**config.mk**
```make
export PLATFORM = sky130hd
export DESIGN_NAME = hid_mouse_move_report_generator_top
export DESIGN_NICKNAME = d
export VERILOG_FILES = /design/src/rtl/hmrg_pkg.sv /design/src/rtl/hmrg_axis_lane.sv /design/src/rtl/hmrg_merge.sv /design/src/rtl/hid_mouse_move_report_generator_top.sv
export SDC_FILE = /design/constraint.sdc
export NUM_CORES = 1
export LEC_CHECK = 0
export ABC_CLOCK_PERIOD_IN_PS = 10200
export BUFFER_PORTS_ARGS = -buffer_cell sky130_fd_sc_hd__clkbuf_2
export CAP_MARGIN = 0
export CORE_MARGIN = 5
export CORE_UTILIZATION = 30
export CTS_BUF_LIST = sky130_fd_sc_hd__clkbuf_4 sky130_fd_sc_hd__clkbuf_8
export DETAILED_ROUTE_END_ITERATION = 12
export GPL_ROUTABILITY_DRIVEN = 1
export PLACE_DENSITY_LB_ADDON = 0.15
export SLEW_MARGIN = 20
export SYNTH_ARGS = -nofsm -noshare
export SYNTH_HDL_FRONTEND = slang
export SYNTH_HIERARCHICAL = 1
export SYNTH_SLANG_ARGS = --single-unit
```
**constraint.sdc**
```tcl
create_clock -name aclk -period 10.2 [get_ports aclk]
set_input_delay 2.04 -clock aclk [delete_from_list [all_inputs] [get_ports aclk]]
set_output_delay 2.04 -clock aclk [all_outputs]
set_load 0.05 [all_outputs]
```
**src/rtl/hmrg_pkg.sv**
```systemverilog
// Shared types, operation codes and the pointer factor function of the
// HID mouse move report generator. No dependencies.
`timescale 1ns / 1ps
`default_nettype none

package hmrg_pkg;

    // Width of the pointer factor in units of 1/32 (largest value is 160).
    localparam int FACTOR_W = 8;

    // Operation codes of an input word.
    localparam logic [1:0] OP_MOVE        = 2'd0;
    localparam logic [1:0] OP_PRESS       = 2'd1;
    localparam logic [1:0] OP_RELEASE     = 2'd2;
    localparam logic [1:0] OP_RELEASE_ALL = 2'd3;

    // Configuration register indexes.
    localparam int          CFG_IDX_W       = 1;
    localparam logic [0:0]  REG_SENSITIVITY = 1'd0;
    localparam logic [0:0]  REG_PRECISION   = 1'd1;

    // Precision modes; the other codes fall back to a factor of 1.0.
    localparam logic [1:0] PREC_TABLE   = 2'd0;
    localparam logic [1:0] PREC_QUARTER = 2'd1;

    localparam logic [FACTOR_W-1:0] FACTOR_UNITY = 8'd32;

    localparam logic [FACTOR_W-1:0] FACTOR_TABLE [21] = '{
        8'd0,  8'd1,  8'd2,  8'd4,  8'd8,  8'd12, 8'd16, 8'd20, 8'd24, 8'd28, 8'd32,
        8'd40, 8'd48, 8'd56, 8'd64, 8'd72, 8'd80, 8'd88, 8'd96, 8'd104, 8'd112
    };

    // What one axis lane hands to the merging stage.
    typedef struct packed {
        logic signed [7:0] speed;  // signed axis speed
        logic              near;   // axis offset magnitude is at most 3
        logic [3:0]        sq;     // square of the low two magnitude bits
    } lane_res_t;

    // One result word.
    typedef struct packed {
        logic              send_report;
        logic [2:0]        report_buttons;
        logic signed [7:0] report_dx;
        logic signed [7:0] report_dy;
        logic              arrived;
    } report_t;

    function automatic logic [FACTOR_W-1:0] pointer_factor(input logic [4:0] sens,
                                                           input logic [1:0] mode);
        logic                in_range;
        logic [FACTOR_W-1:0] f;
        in_range = (sens >= 5'd1) && (sens <= 5'd20);
        f = FACTOR_UNITY;
        if (in_range && mode == PREC_QUARTER) begin
            f = {sens, 3'b000};
        end else if (in_range && mode == PREC_TABLE) begin
            f = FACTOR_TABLE[sens];
        end
        return f;
    endfunction

endpackage

`default_nettype wire

```
**src/rtl/hmrg_axis_lane.sv**
```systemverilog
// One axis lane: offset, clamp to the saturation distance and a
// bit-per-cycle division by the pointer factor. Depends on hmrg_pkg.
`timescale 1ns / 1ps
`default_nettype none

module hmrg_axis_lane #(
    parameter int SPEED_MAX = 127
) (
    input  logic                               aclk,
    input  logic                               aresetn,
    input  logic                               start,
    input  logic signed [15:0]                 current_pos,
    input  logic signed [15:0]                 target_pos,
    input  logic [hmrg_pkg::FACTOR_W-1:0]      factor,
    output logic                               done,
    output hmrg_pkg::lane_res_t                result
);

    localparam int QW   = $clog2(SPEED_MAX + 1);
    localparam int PW   = hmrg_pkg::FACTOR_W + QW;
    localparam int MW   = PW - 5;
    localparam int CMPW = (MW > 16) ? MW : 16;
    localparam int CW   = (QW > 1) ? $clog2(QW) : 1;

    logic signed [16:0] diff_reg;
    logic               prep_reg;
    logic               busy_reg;
    logic               done_reg;
    logic [CW-1:0]      cnt_reg;
    logic [PW-1:0]      rem_reg;
    logic [QW-1:0]      quo_reg;
    logic               neg_reg;
    logic               fz_reg;
    logic               near_reg;
    logic [3:0]         sq_reg;

    logic [16:0]   abs_val;
    logic [15:0]   mag;
    logic [PW-1:0] prod;
    logic [MW-1:0] maxd;
    logic [MW-1:0] clamped;
    logic [PW-1:0] numer;
    logic [PW-1:0] dsh;
    logic [7:0]    s8;

    always_comb begin
        abs_val = diff_reg[16] ? (17'd0 - diff_reg) : diff_reg;
        mag     = abs_val[15:0];
        prod    = PW'(factor) * PW'(SPEED_MAX);
        maxd    = prod[PW-1:5];
        if (CMPW'(mag) > CMPW'(maxd)) begin
            clamped = maxd;
        end else begin
            clamped = MW'(mag);
        end
        if (factor == '0) begin
            numer = '0;
        end else begin
            numer = {clamped, 5'b00000} + PW'(factor) - PW'(1);
        end
        dsh = PW'(factor) << cnt_reg;
        s8  = 8'(quo_reg);
    end

    always_ff @(posedge aclk) begin
        if (!aresetn) begin
            prep_reg <= 1'b0;
            busy_reg <= 1'b0;
            done_reg <= 1'b0;
        end else begin
            done_reg <= 1'b0;
            if (start) begin
                prep_reg <= 1'b1;
                busy_reg <= 1'b1;
            end else if (prep_reg) begin
                prep_reg <= 1'b0;
            end else if (busy_reg && cnt_reg == '0) begin
                busy_reg <= 1'b0;
                done_reg <= 1'b1;
            end
        end
    end

    always_ff @(posedge aclk) begin
        if (start) begin
            diff_reg <= 17'(target_pos) - 17'(current_pos);
        end else if (prep_reg) begin
            rem_reg  <= numer;
            quo_reg  <= '0;
            cnt_reg  <= CW'(QW - 1);
            neg_reg  <= diff_reg[16];
            fz_reg   <= (factor == '0);
            near_reg <= (mag <= 16'd3);
            sq_reg   <= {2'b00, mag[1:0]} * {2'b00, mag[1:0]};
        end else if (busy_reg) begin
            // Restoring division, one quotient bit per cycle, MSB first.
            if (rem_reg >= dsh) begin
                rem_reg <= rem_reg - dsh;
                quo_reg <= {quo_reg[QW-2:0], 1'b1};
            end else begin
                quo_reg <= {quo_reg[QW-2:0], 1'b0};
            end
            if (cnt_reg != '0) begin
                cnt_reg <= cnt_reg - CW'(1);
            end
        end
    end

    always_comb begin
        if (fz_reg) begin
            result.speed = '0;
        end else if (neg_reg) begin
            result.speed = 8'd0 - s8;
        end else begin
            result.speed = s8;
        end
        result.near = near_reg;
        result.sq   = sq_reg;
    end

    assign done = done_reg;

endmodule

`default_nettype wire

```
**src/rtl/hmrg_merge.sv**
```systemverilog
// Merging stage: combines both axis lanes into the arrival test and the
// move report, and applies button operations. Depends on hmrg_pkg.
`timescale 1ns / 1ps
`default_nettype none

module hmrg_merge (
    input  logic [1:0]          operation,
    input  logic [2:0]          button,
    input  logic                observed_down,
    input  logic [2:0]          held,
    input  hmrg_pkg::lane_res_t lane_x,
    input  hmrg_pkg::lane_res_t lane_y,
    output logic [2:0]          held_next,
    output hmrg_pkg::report_t   report
);

    logic [4:0] dist_sq;
    logic       close;

    always_comb begin
        dist_sq = {1'b0, lane_x.sq} + {1'b0, lane_y.sq};
        close   = lane_x.near && lane_y.near && (dist_sq <= 5'd9);

        held_next             = held;
        report.send_report    = 1'b0;
        report.report_dx      = '0;
        report.report_dy      = '0;
        report.arrived        = 1'b0;

        case (operation)
            hmrg_pkg::OP_MOVE: begin
                if (close) begin
                    report.arrived = 1'b1;
                end else begin
                    report.send_report = 1'b1;
                    report.report_dx   = lane_x.speed;
                    report.report_dy   = lane_y.speed;
                end
            end
            hmrg_pkg::OP_PRESS: begin
                if (!observed_down) begin
                    held_next          = held | button;
                    report.send_report = 1'b1;
                end
            end
            hmrg_pkg::OP_RELEASE: begin
                if (observed_down) begin
                    held_next          = held & ~button;
                    report.send_report = 1'b1;
                end
            end
            default: begin
                if (observed_down) begin
                    held_next          = 3'b000;
                    report.send_report = 1'b1;
                end
            end
        endcase

        report.report_buttons = held_next;
    end

endmodule

`default_nettype wire

```
**src/rtl/hid_mouse_move_report_generator_top.sv**
```systemverilog
// Top level of the HID mouse move report generator: handshakes, config
// registers, two axis lanes and the merging stage. Depends on hmrg_pkg.
//
// Usage: an input word (s_ channel, valid/ready) carries one operation: a
// move step with current and target positions, a press, a release or a
// release-all. Every word yields exactly one result word on the m_ channel.
// A move step drives the x and y lanes side by side; each lane clamps its
// offset and divides by the pointer factor one quotient bit per cycle.
// With SPEED_MAX at 127, the offsets are registered at the edge that
// accepts the input word; then the lane clamps and sets up the divider,
// seven divider steps follow (the bit count of SPEED_MAX), the lane raises
// done, the sequencer enters its hold state and the output register is
// loaded, raising m_valid. Button operations take the same path and the
// same time. One word is in flight at a time and s_ready returns at the
// edge that loads the output register, so a new word is taken only once
// the last one is finished.
// The output register holds a finished word while the receiver stalls, and
// the next input word is already accepted and computed meanwhile; it waits
// in the lanes until the output register frees up.
// Reset (aresetn low, synchronous) clears the held button mask, sets
// sensitivity to 10 and precision mode to 1, and empties the output.
// Configuration writes (cfg_wr_en, cfg_index, cfg_data) take effect at once
// and must only be issued while the block is idle.
`timescale 1ns / 1ps
`default_nettype none

module hid_mouse_move_report_generator_top #(
    parameter int SPEED_MAX = 127
) (
    input  logic                           aclk,
    input  logic                           aresetn,

    input  logic                           cfg_wr_en,
    input  logic [hmrg_pkg::CFG_IDX_W-1:0] cfg_index,
    input  logic [4:0]                     cfg_data,

    input  logic                           s_valid,
    output logic                           s_ready,
    input  logic [1:0]                     s_operation,
    input  logic [2:0]                     s_button,
    input  logic                           s_observed_down,
    input  logic signed [15:0]             s_current_x,
    input  logic signed [15:0]             s_current_y,
    input  logic signed [15:0]             s_target_x,
    input  logic signed [15:0]             s_target_y,

    output logic                           m_valid,
    input  logic                           m_ready,
    output logic                           m_send_report,
    output logic [2:0]                     m_report_buttons,
    output logic signed [7:0]              m_report_dx,
    output logic signed [7:0]              m_report_dy,
    output logic                           m_arrived
);

    // Sequencer states.
    localparam logic [1:0] ST_IDLE = 2'd0;
    localparam logic [1:0] ST_CALC = 2'd1;
    localparam logic [1:0] ST_HOLD = 2'd2;

    logic [1:0] state_reg;
    logic [1:0] state_next;

    // Configuration registers.
    logic [4:0] sensitivity_reg;
    logic [1:0] precision_mode_reg;
    logic [hmrg_pkg::FACTOR_W-1:0] factor;

    // Operation fields captured at acceptance.
    logic [1:0] op_reg;
    logic [2:0] button_reg;
    logic       seen_reg;

    logic [2:0] held_buttons_reg;
    logic [2:0] held_buttons_next;

    logic               m_valid_reg;
    hmrg_pkg::report_t  out_reg;
    hmrg_pkg::report_t  merged;

    hmrg_pkg::lane_res_t lane_x_res;
    hmrg_pkg::lane_res_t lane_y_res;
    logic                lane_x_done;
    logic                lane_y_done;

    logic in_fire;
    logic out_free;
    logic load_out;

    assign factor   = hmrg_pkg::pointer_factor(sensitivity_reg, precision_mode_reg);
    assign s_ready  = (state_reg == ST_IDLE);
    assign in_fire  = s_valid && s_ready;
    assign out_free = !m_valid_reg || m_ready;
    assign load_out = (state_reg == ST_HOLD) && out_free;

    // Configuration writes.
    always_ff @(posedge aclk) begin
        if (!aresetn) begin
            sensitivity_reg    <= 5'd10;
            precision_mode_reg <= 2'd1;
        end else if (cfg_wr_en) begin
            case (cfg_index)
                hmrg_pkg::REG_SENSITIVITY: sensitivity_reg    <= cfg_data;
                hmrg_pkg::REG_PRECISION:   precision_mode_reg <= cfg_data[1:0];
                default: begin
                end
            endcase
        end
    end

    always_ff @(posedge aclk) begin
        if (in_fire) begin
            op_reg     <= s_operation;
            button_reg <= s_button;
            seen_reg   <= s_observed_down;
        end
    end

    // Both lanes start together and take the same number of cycles.
    hmrg_axis_lane #(
        .SPEED_MAX (SPEED_MAX)
    ) u_lane_x (
        .aclk        (aclk),
        .aresetn     (aresetn),
        .start       (in_fire),
        .current_pos (s_current_x),
        .target_pos  (s_target_x),
        .factor      (factor),
        .done        (lane_x_done),
        .result      (lane_x_res)
    );

    hmrg_axis_lane #(
        .SPEED_MAX (SPEED_MAX)
    ) u_lane_y (
        .aclk        (aclk),
        .aresetn     (aresetn),
        .start       (in_fire),
        .current_pos (s_current_y),
        .target_pos  (s_target_y),
        .factor      (factor),
        .done        (lane_y_done),
        .result      (lane_y_res)
    );

    hmrg_merge u_merge (
        .operation     (op_reg),
        .button        (button_reg),
        .observed_down (seen_reg),
        .held          (held_buttons_reg),
        .lane_x        (lane_x_res),
        .lane_y        (lane_y_res),
        .held_next     (held_buttons_next),
        .report        (merged)
    );

    always_comb begin
        state_next = state_reg;
        case (state_reg)
            ST_IDLE: begin
                if (in_fire) begin
                    state_next = ST_CALC;
                end
            end
            ST_CALC: begin
                if (lane_x_done) begin
                    state_next = ST_HOLD;
                end
            end
            ST_HOLD: begin
                if (out_free) begin
                    state_next = ST_IDLE;
                end
            end
            default: begin
                state_next = ST_IDLE;
            end
        endcase
    end

    always_ff @(posedge aclk) begin
        if (!aresetn) begin
            state_reg        <= ST_IDLE;
            held_buttons_reg <= 3'b000;
            m_valid_reg      <= 1'b0;
        end else begin
            state_reg <= state_next;
            if (load_out) begin
                held_buttons_reg <= held_buttons_next;
                m_valid_reg      <= 1'b1;
            end else if (m_ready) begin
                m_valid_reg      <= 1'b0;
            end
        end
    end

    always_ff @(posedge aclk) begin
        if (load_out) begin
            out_reg <= merged;
        end
    end

    assign m_valid          = m_valid_reg;
    assign m_send_report    = out_reg.send_report;
    assign m_report_buttons = out_reg.report_buttons;
    assign m_report_dx      = out_reg.report_dx;
    assign m_report_dy      = out_reg.report_dy;
    assign m_arrived        = out_reg.arrived;

    // The two lanes run in lockstep.
    a_lanes_lockstep: assert property (@(posedge aclk) disable iff (!aresetn)
        lane_x_done == lane_y_done)
        else $error("axis lanes finished in different cycles");

    // A lane only finishes while the sequencer waits for it.
    a_done_in_calc: assert property (@(posedge aclk) disable iff (!aresetn)
        lane_x_done |-> (state_reg == ST_CALC))
        else $error("lane finished outside the calculation state");

    // Arrival never comes with a report.
    a_arrived_silent: assert property (@(posedge aclk) disable iff (!aresetn)
        m_valid |-> !(m_arrived && m_send_report))
        else $error("arrival word also requests a report");

    // Words without a report carry no motion.
    a_idle_motion: assert property (@(posedge aclk) disable iff (!aresetn)
        (m_valid && !m_send_report) |-> (m_report_dx == 8'sd0 && m_report_dy == 8'sd0))
        else $error("motion present on a word without a report");

endmodule

`default_nettype wire
```
# ---- Word level (Yosys, flattened, before mapping)
# Memory sizes are Yosys's and may differ from the RTL's.
# Cells that the tools add are included.
dict set report totals {
  memories 1
  out_inout_bits 23
  elab_cells 177
  romBits 256
  regBits 141
  in_bits 81
}
dict set report classes {
  reduce_logical 44
  add_sub_neg 15
  shifts 2
  n_eq_ne 9
  n_mux 49
  multipliers 3
  bitwise_logic 10
  magnitude_cmp 10
}
# memory depth word_bits read_ports rd_ports_with_merged_regs write_ports line
set mem_list {}
lappend mem_list {{(name not given)} 32 8 1 0 0 hmrg_pkg.sv:58} ;# f = FACTOR_TABLE[sens];
# op count
set op_table {}
lappend op_table {{two-way mux 15 bit} 8}
lappend op_table {{subtractor 16 x 16 -> 17 bit} 2}
lappend op_table {{> comparator 16 x 10 -> 1 bit} 2}
lappend op_table {{<= comparator 16 x 2 -> 1 bit, second input constant} 2}
lappend op_table {{two-way mux 16 bit} 2}
lappend op_table {{two-way mux 8 bit} 4}
lappend op_table {{subtractor 1 x 16 -> 16 bit, first input constant} 2}
lappend op_table {{adder 15 x 8 -> 15 bit} 2}
lappend op_table {{greater-or-equal comparator 15 bit} 2}
lappend op_table {{<< shifter 8 x 3 -> 15 bit} 2}
lappend op_table {{subtractor 15 x 1 -> 15 bit, second input constant} 2}
lappend op_table {{subtractor 15 bit} 2}
lappend op_table {{two-way mux 7 bit} 4}
lappend op_table {{two-way mux 3 bit} 7}
lappend op_table {{two-way mux 10 bit} 2}
lappend op_table {{nonzero test 2 bit} 9}
lappend op_table {{two-way mux 1 bit} 16}
lappend op_table {{subtractor 1 x 7 -> 8 bit, first input constant} 2}
lappend op_table {{multiplier 8 x 7 -> 15 bit, second input constant} 1}
lappend op_table {{AND reduction 3 bit} 5}
lappend op_table {{AND reduction 2 bit} 7}
lappend op_table {{logical AND 1 bit} 9}
lappend op_table {{one-hot mux 3 bit (3 select lines)} 1}
lappend op_table {{logical NOT 8 bit} 1}
lappend op_table {{26 further kinds} 46}

# ---- Logic depth before layout (Yosys ltp)
dict set report logic_depth {
  word_depth 13
  ltp_mapped 42
  mapped_depth_nobuf 41
}

# ---- Modules after synthesis
# The synthesis kept the hierarchy.
# module cells_per_inst area_per_inst_um2 seq_area_each_um2 instances
set modules_own_cells {}
lappend modules_own_cells {{hmrg_axis_lane (u_lane_x)} 733 6481.2 1501.4 1}
lappend modules_own_cells {{hmrg_axis_lane (u_lane_y)} 744 6470.0 1501.4 1}
lappend modules_own_cells {hid_mouse_move_report_generator_top 133 1637.8 1071.0 1}
lappend modules_own_cells {hmrg_merge 56 445.4 0.0 1}

# ---- Least setup slack after synthesis
# No wires, ideal clock.
dict set report synth_path {
  path_type {reg2reg}
  start {register sensitivity_reg[1]}
  end {register u_lane_x.rem_reg[14] (data pin)}
  n_path_buf 1
  slack_ns 0.411
  synth_period_minus_slack_ns 9.789
  t_required_ns 10.071
  setup_ns 0.129
  arrival_ns 9.661
  stages_incl_launch_ff 40
  path_cell_list {dfxtp_1 -> inv_1 -> ha_1 -> and3_4 -> a21o_1 -> nor4_2 -> inv_1 -> fa_1 -> fa_1 -> inv_1 -> ha_1 -> xor2_1 -> fa_1 -> inv_1 -> ha_1 -> or3_1 -> a21oi_1 -> a211oi_1 -> [... 4 more ...] -> a211oi_1 -> o21ai_0 -> o21ai_0 -> nand3_2 -> buf_2 -> nor2_1 -> a21oi_1 -> ha_1 -> inv_1 -> ha_1 -> or3_1 -> a31oi_1 -> o31ai_1 -> o41ai_1 -> o21ai_0 -> or4_1 -> o21ai_1 -> or3b_1}
}
dict set report synth_between {
  elab_chain_cells 13
  elab_cells_between_ends 23
  cone_classes {3 x add/sub; 1 x mul; 3 x order compare; 1 x shift; 9 x mux; 1 x bitwise; 4 x reduce/logical; 1 x memory}
}
# item line
set synth_lines {}
lappend synth_lines {{start: declaration} hid_mouse_move_report_generator_top.sv:65} ;# logic [4:0] sensitivity_reg;
lappend synth_lines {{start signal: assignment} hid_mouse_move_report_generator_top.sv:103} ;# hmrg_pkg::REG_SENSITIVITY: sensitivity_reg <= cfg_data;
lappend synth_lines {{NOT 5 -> 6 bit (not written as such)} hmrg_pkg.sv:58}
lappend synth_lines {{memory read (32 x 8 bit)} -}
lappend synth_lines {{two-way mux 8 bit (not written as such) (2 in series)} hmrg_pkg.sv:58}
lappend synth_lines {{two-way mux 8 bit} hmrg_pkg.sv:57} ;# end else if (in_range && mode == PREC_TABLE) begin
lappend synth_lines {{two-way mux 8 bit *} hmrg_pkg.sv:55} ;# if (in_range && mode == PREC_QUARTER) begin
lappend synth_lines {{via factor (one bit)} hid_mouse_move_report_generator_top.sv:67} ;# logic [hmrg_pkg::FACTOR_W-1:0] factor;
lappend synth_lines {{multiplier 8 x 7 -> 15 bit} hmrg_axis_lane.sv:49} ;# prod = PW'(factor) * PW'(SPEED_MAX);
lappend synth_lines {{> comparator 16 x 10 -> 1 bit} hmrg_axis_lane.sv:51} ;# if (CMPW'(mag) > CMPW'(maxd)) begin
lappend synth_lines {{two-way mux 10 bit} hmrg_axis_lane.sv:51}
lappend synth_lines {{adder 15 x 8 -> 15 bit} hmrg_axis_lane.sv:59} ;# numer = {clamped, 5'b00000} + PW'(factor) - PW'(1);
lappend synth_lines {{subtractor 15 x 1 -> 15 bit} hmrg_axis_lane.sv:59}
lappend synth_lines {{two-way mux 15 bit} hmrg_axis_lane.sv:56} ;# if (factor == '0) begin
lappend synth_lines {{two-way mux 15 bit *} hmrg_axis_lane.sv:87} ;# end else if (prep_reg) begin
lappend synth_lines {{end signal: assignment} hmrg_axis_lane.sv:88} ;# rem_reg <= numer;
lappend synth_lines {{end signal: assignment} hmrg_axis_lane.sv:98} ;# rem_reg <= rem_reg - dsh;
lappend synth_lines {{end: declaration} hmrg_axis_lane.sv:30} ;# logic [PW-1:0] rem_reg;
# The timed path passes the listed nets; every way through them passes the cells marked *. The select of a mux whose other input is x is not followed.
# A chain may end at the register's enable or synchronous reset.

# ---- Final worst setup path
# Ends and elaborated chain as after synthesis.

==> summary.txt <==
Worst setup path
  • Setup crit start: sensitivity_reg[1]
  • WP data arrival: around 9.9 ns
  • Most Frequent Cell on Critical Path: ha_1
  • Worst-case reg-to-reg path depth: 38
  • Worst endpoint required time: 10.60 ns
  • Slowest Stage Delay on Critical Path: between 0.5 and 0.6 ns
  • Crit path capture type: flip-flop
  • R2r startpoint: sensitivity_reg[1]
  • CP Launch Type: flip-flop
  • Worst setup path category: reg -> reg
  • Largest fanout on the critical path: 8
  • Reg-to-Reg End: u_lane_x/rem_reg[14]
  • CP max-delay cell: fa_1
  • Reg-to-reg slack, setup: approximately 0.7 ns

Timing
  • Slew @ Worst Pin: 0.908 ns
  • Setup Viol. Count Final: 0
  • Max Fclk: 0.105 GHz
  • Final setup TNS: 0 ns
  • Endpoints failing hold: 0
  • Final Max Tran Viols: 0
  • Fin crit period: between 9 and 10 ns
  • Worst Setup Slack, final: 0.699 ns
  • Clock Skew: between 0.03 and 0.04 ns
  • Slew Limit Headroom: 39.5%
  • RSZ-0062 raised after global routing: no
  • Part of the cycle the worst path needs: 93.2%

CTS
  • CTS Buf Count: 17
  • Root Driver: clkbuf_8
  • Clk slew on worst S/H paths: 0.09 ns
  • CTS tree: done
  • H-tree depth: 4
  • Worst skew pair latency: approximately 0.55 ns
  • Cts hold-fix bufs: 0
  • Max Root-Sink Buffers: 2
  • CTS Sinks: 141

Global route
  • Number of global-route vias before repair: ~12,000
  • GRT overflow: 0
  • Gr usage total: 13.8%
  • First-pass GRT wire length: 60.7 mm
  • Initial antenna violation count: 1
  • Largest net degree at the start of global routing: 45

Min path
  • WHS Endpoint: state_reg[0]
  • Hold WC Path Type: reg -> reg
  • WHS Path Cells: 1
  • Hold_sp: u_lane_x/done

Route
  • DR iter-0 viols: 554
  • Vias/cell: 4.84
  • DRC: 0
  • Final wirelength: 36.6 mm
  • Final ANT Viol Nets: 0
  • TritonRoute pass-1 iters: 5
  • WL/cell: 15.0 um
  • Vias: around 12,000

Placement
  • Place WS: 0.438 ns
  • Post-DP HPWL: 29.5 mm
  • GP Congestion: 0.848
  • Placed instance count: 2,414
  • IO buf count: 103
  • Placed Area: 16,300 um2

Final layout
  • Post-route cell area: around 17,000 um2
  • Fill cells: 5,250
  • Share of cells above drive strength 1: between 10% and 20%
  • Syn-to-layout area delta: 11.6%
  • Nets: roughly 2,100
  • Antenna diode count: 0
  • Layout Cells excl Fill: 2,446

Floorplan
  • Overall die width: roughly 230 um
  • Chip Height: around 230 um
  • I/O Pins: 104
  • Die area: 54,600 um2
  • Rows: 82
  • Core area: 49,900 um2
  • Initial Util: 30.1%

Logic synthesis
  • Mean Syn Cell Area: 9.02 um2
  • Post-Synthesis Cells: 1,663
  • Post-Syn Nets: 1,998
  • Synthesized area: 15,000 um2
  • Yosys Warn Count: 6

Power
  • PD cells: around 330 nW/um2
  • Peak VDD IR: 433 uV
  • Static Leak: 7.41 nW

Run
  • Max Cap Viol: 0

Status
  • Status: completed
## metrics by stage
step,utilization (%),hold slack [ns],power (mW)
global placement,32.7,0.453,4.92
floorplan,-,0.429,3.98
finish,33.6,0.468,5.55
detailed placement,32.7,0.464,4.96
global route,33.6,0.516,6.16
CTS,33.5,0.477,5.52
## what timing repair did
action                                 CTS  global route
endpoints found under the hold margin    0             0
setup endpoints to repair                0             3
gates resized for setup                  0             5
buffers inserted                         0             0
## final cells by class
| type | instances | area [um2] | area share, % |
|---|---|---|---|
| Clock buffer | 18 | 241 | 1.44 |
| Clock inverter | 14 | 181 | 1.08 |
| Inverter | 205 | 769 | 4.60 |
| Multi-Input combinational cell | 1278 | 10000 | 59.9 |
| Sequential cell | 141 | 4060 | 24.2 |
| Tap cell | 672 | 841 | 5.02 |
| Timing Repair Buffer | 118 | 628 | 3.75 |
## worst max-delay path: cells and delay by family (launching register included)
family,cells,cell delay (ns)
flip-flops,1,0.48
AND/OR/NAND/NOR,8,2.03
adder cells (fa/ha/maj),9,3.31
AO/OA/AOI/OAI,15,2.92
XOR/XNOR,1,0.17
buffers and inverters,5,0.45
## routing by layer
layer  GRT usage (%)  vias up  share of wire [%]
met2            21.7      225                 44
met5               0        -              0.030
met3            2.52       40                4.6
met4            4.22        2                1.7
li1                -     6087                  -
met1            19.2     5477                 50
## worst max path at each step
stage / end / slack [ns] / depth (start not counted)
after detailed placement: u_lane_x/rem_reg[14] / 0.44 / 39
final: u_lane_x/rem_reg[14] / 0.70 / 38
after floorplan: u_lane_x/rem_reg[14] / 0.41 / 39
after global routing: u_lane_x/rem_reg[14] / 0.03 / 38
after CTS: u_lane_x/rem_reg[14] / 0.32 / 39
after global placement: u_lane_x/rem_reg[14] / 0.62 / 39
## power breakdown
group / leakage (nW) / switching, mW / internal (mW)
sequential: 1.29 / 0.0531 / 0.750
clock: 0.218 / 0.259 / 0.249
combinational: 5.91 / 2.46 / 1.78
## placed cells by master, fill, tap and decap left out, types with 13 or more instances in the layout
| cell type | instances |
|---|---|
| a211oi_1 | 19 |
| a21o_1 | 14 |
| a21oi_1 | 88 |
| a31oi_1 | 16 |
| buf_4 | 15 |
| clkbuf_2 | 103 |
| clkbuf_8 | 17 |
| dfxtp_1 | 17 |
| edfxtp_1 | 123 |
| fa_1 | 47 |
| ha_1 | 207 |
| inv_1 | 201 |
| mux2i_1 | 33 |
| nand2_1 | 102 |
| nand2b_1 | 24 |
| nand3_1 | 50 |
| nand4_1 | 13 |
| nor2_1 | 127 |
| nor2b_1 | 33 |
| nor3_1 | 46 |
| o21a_1 | 23 |
| o21ai_0 | 67 |
| o22ai_1 | 16 |
| o31ai_1 | 14 |
| or2_2 | 13 |
| or3_1 | 23 |
| xnor2_1 | 60 |
| xor2_1 | 59 |
No activity file was read; power rests on OpenSTA's default activity.
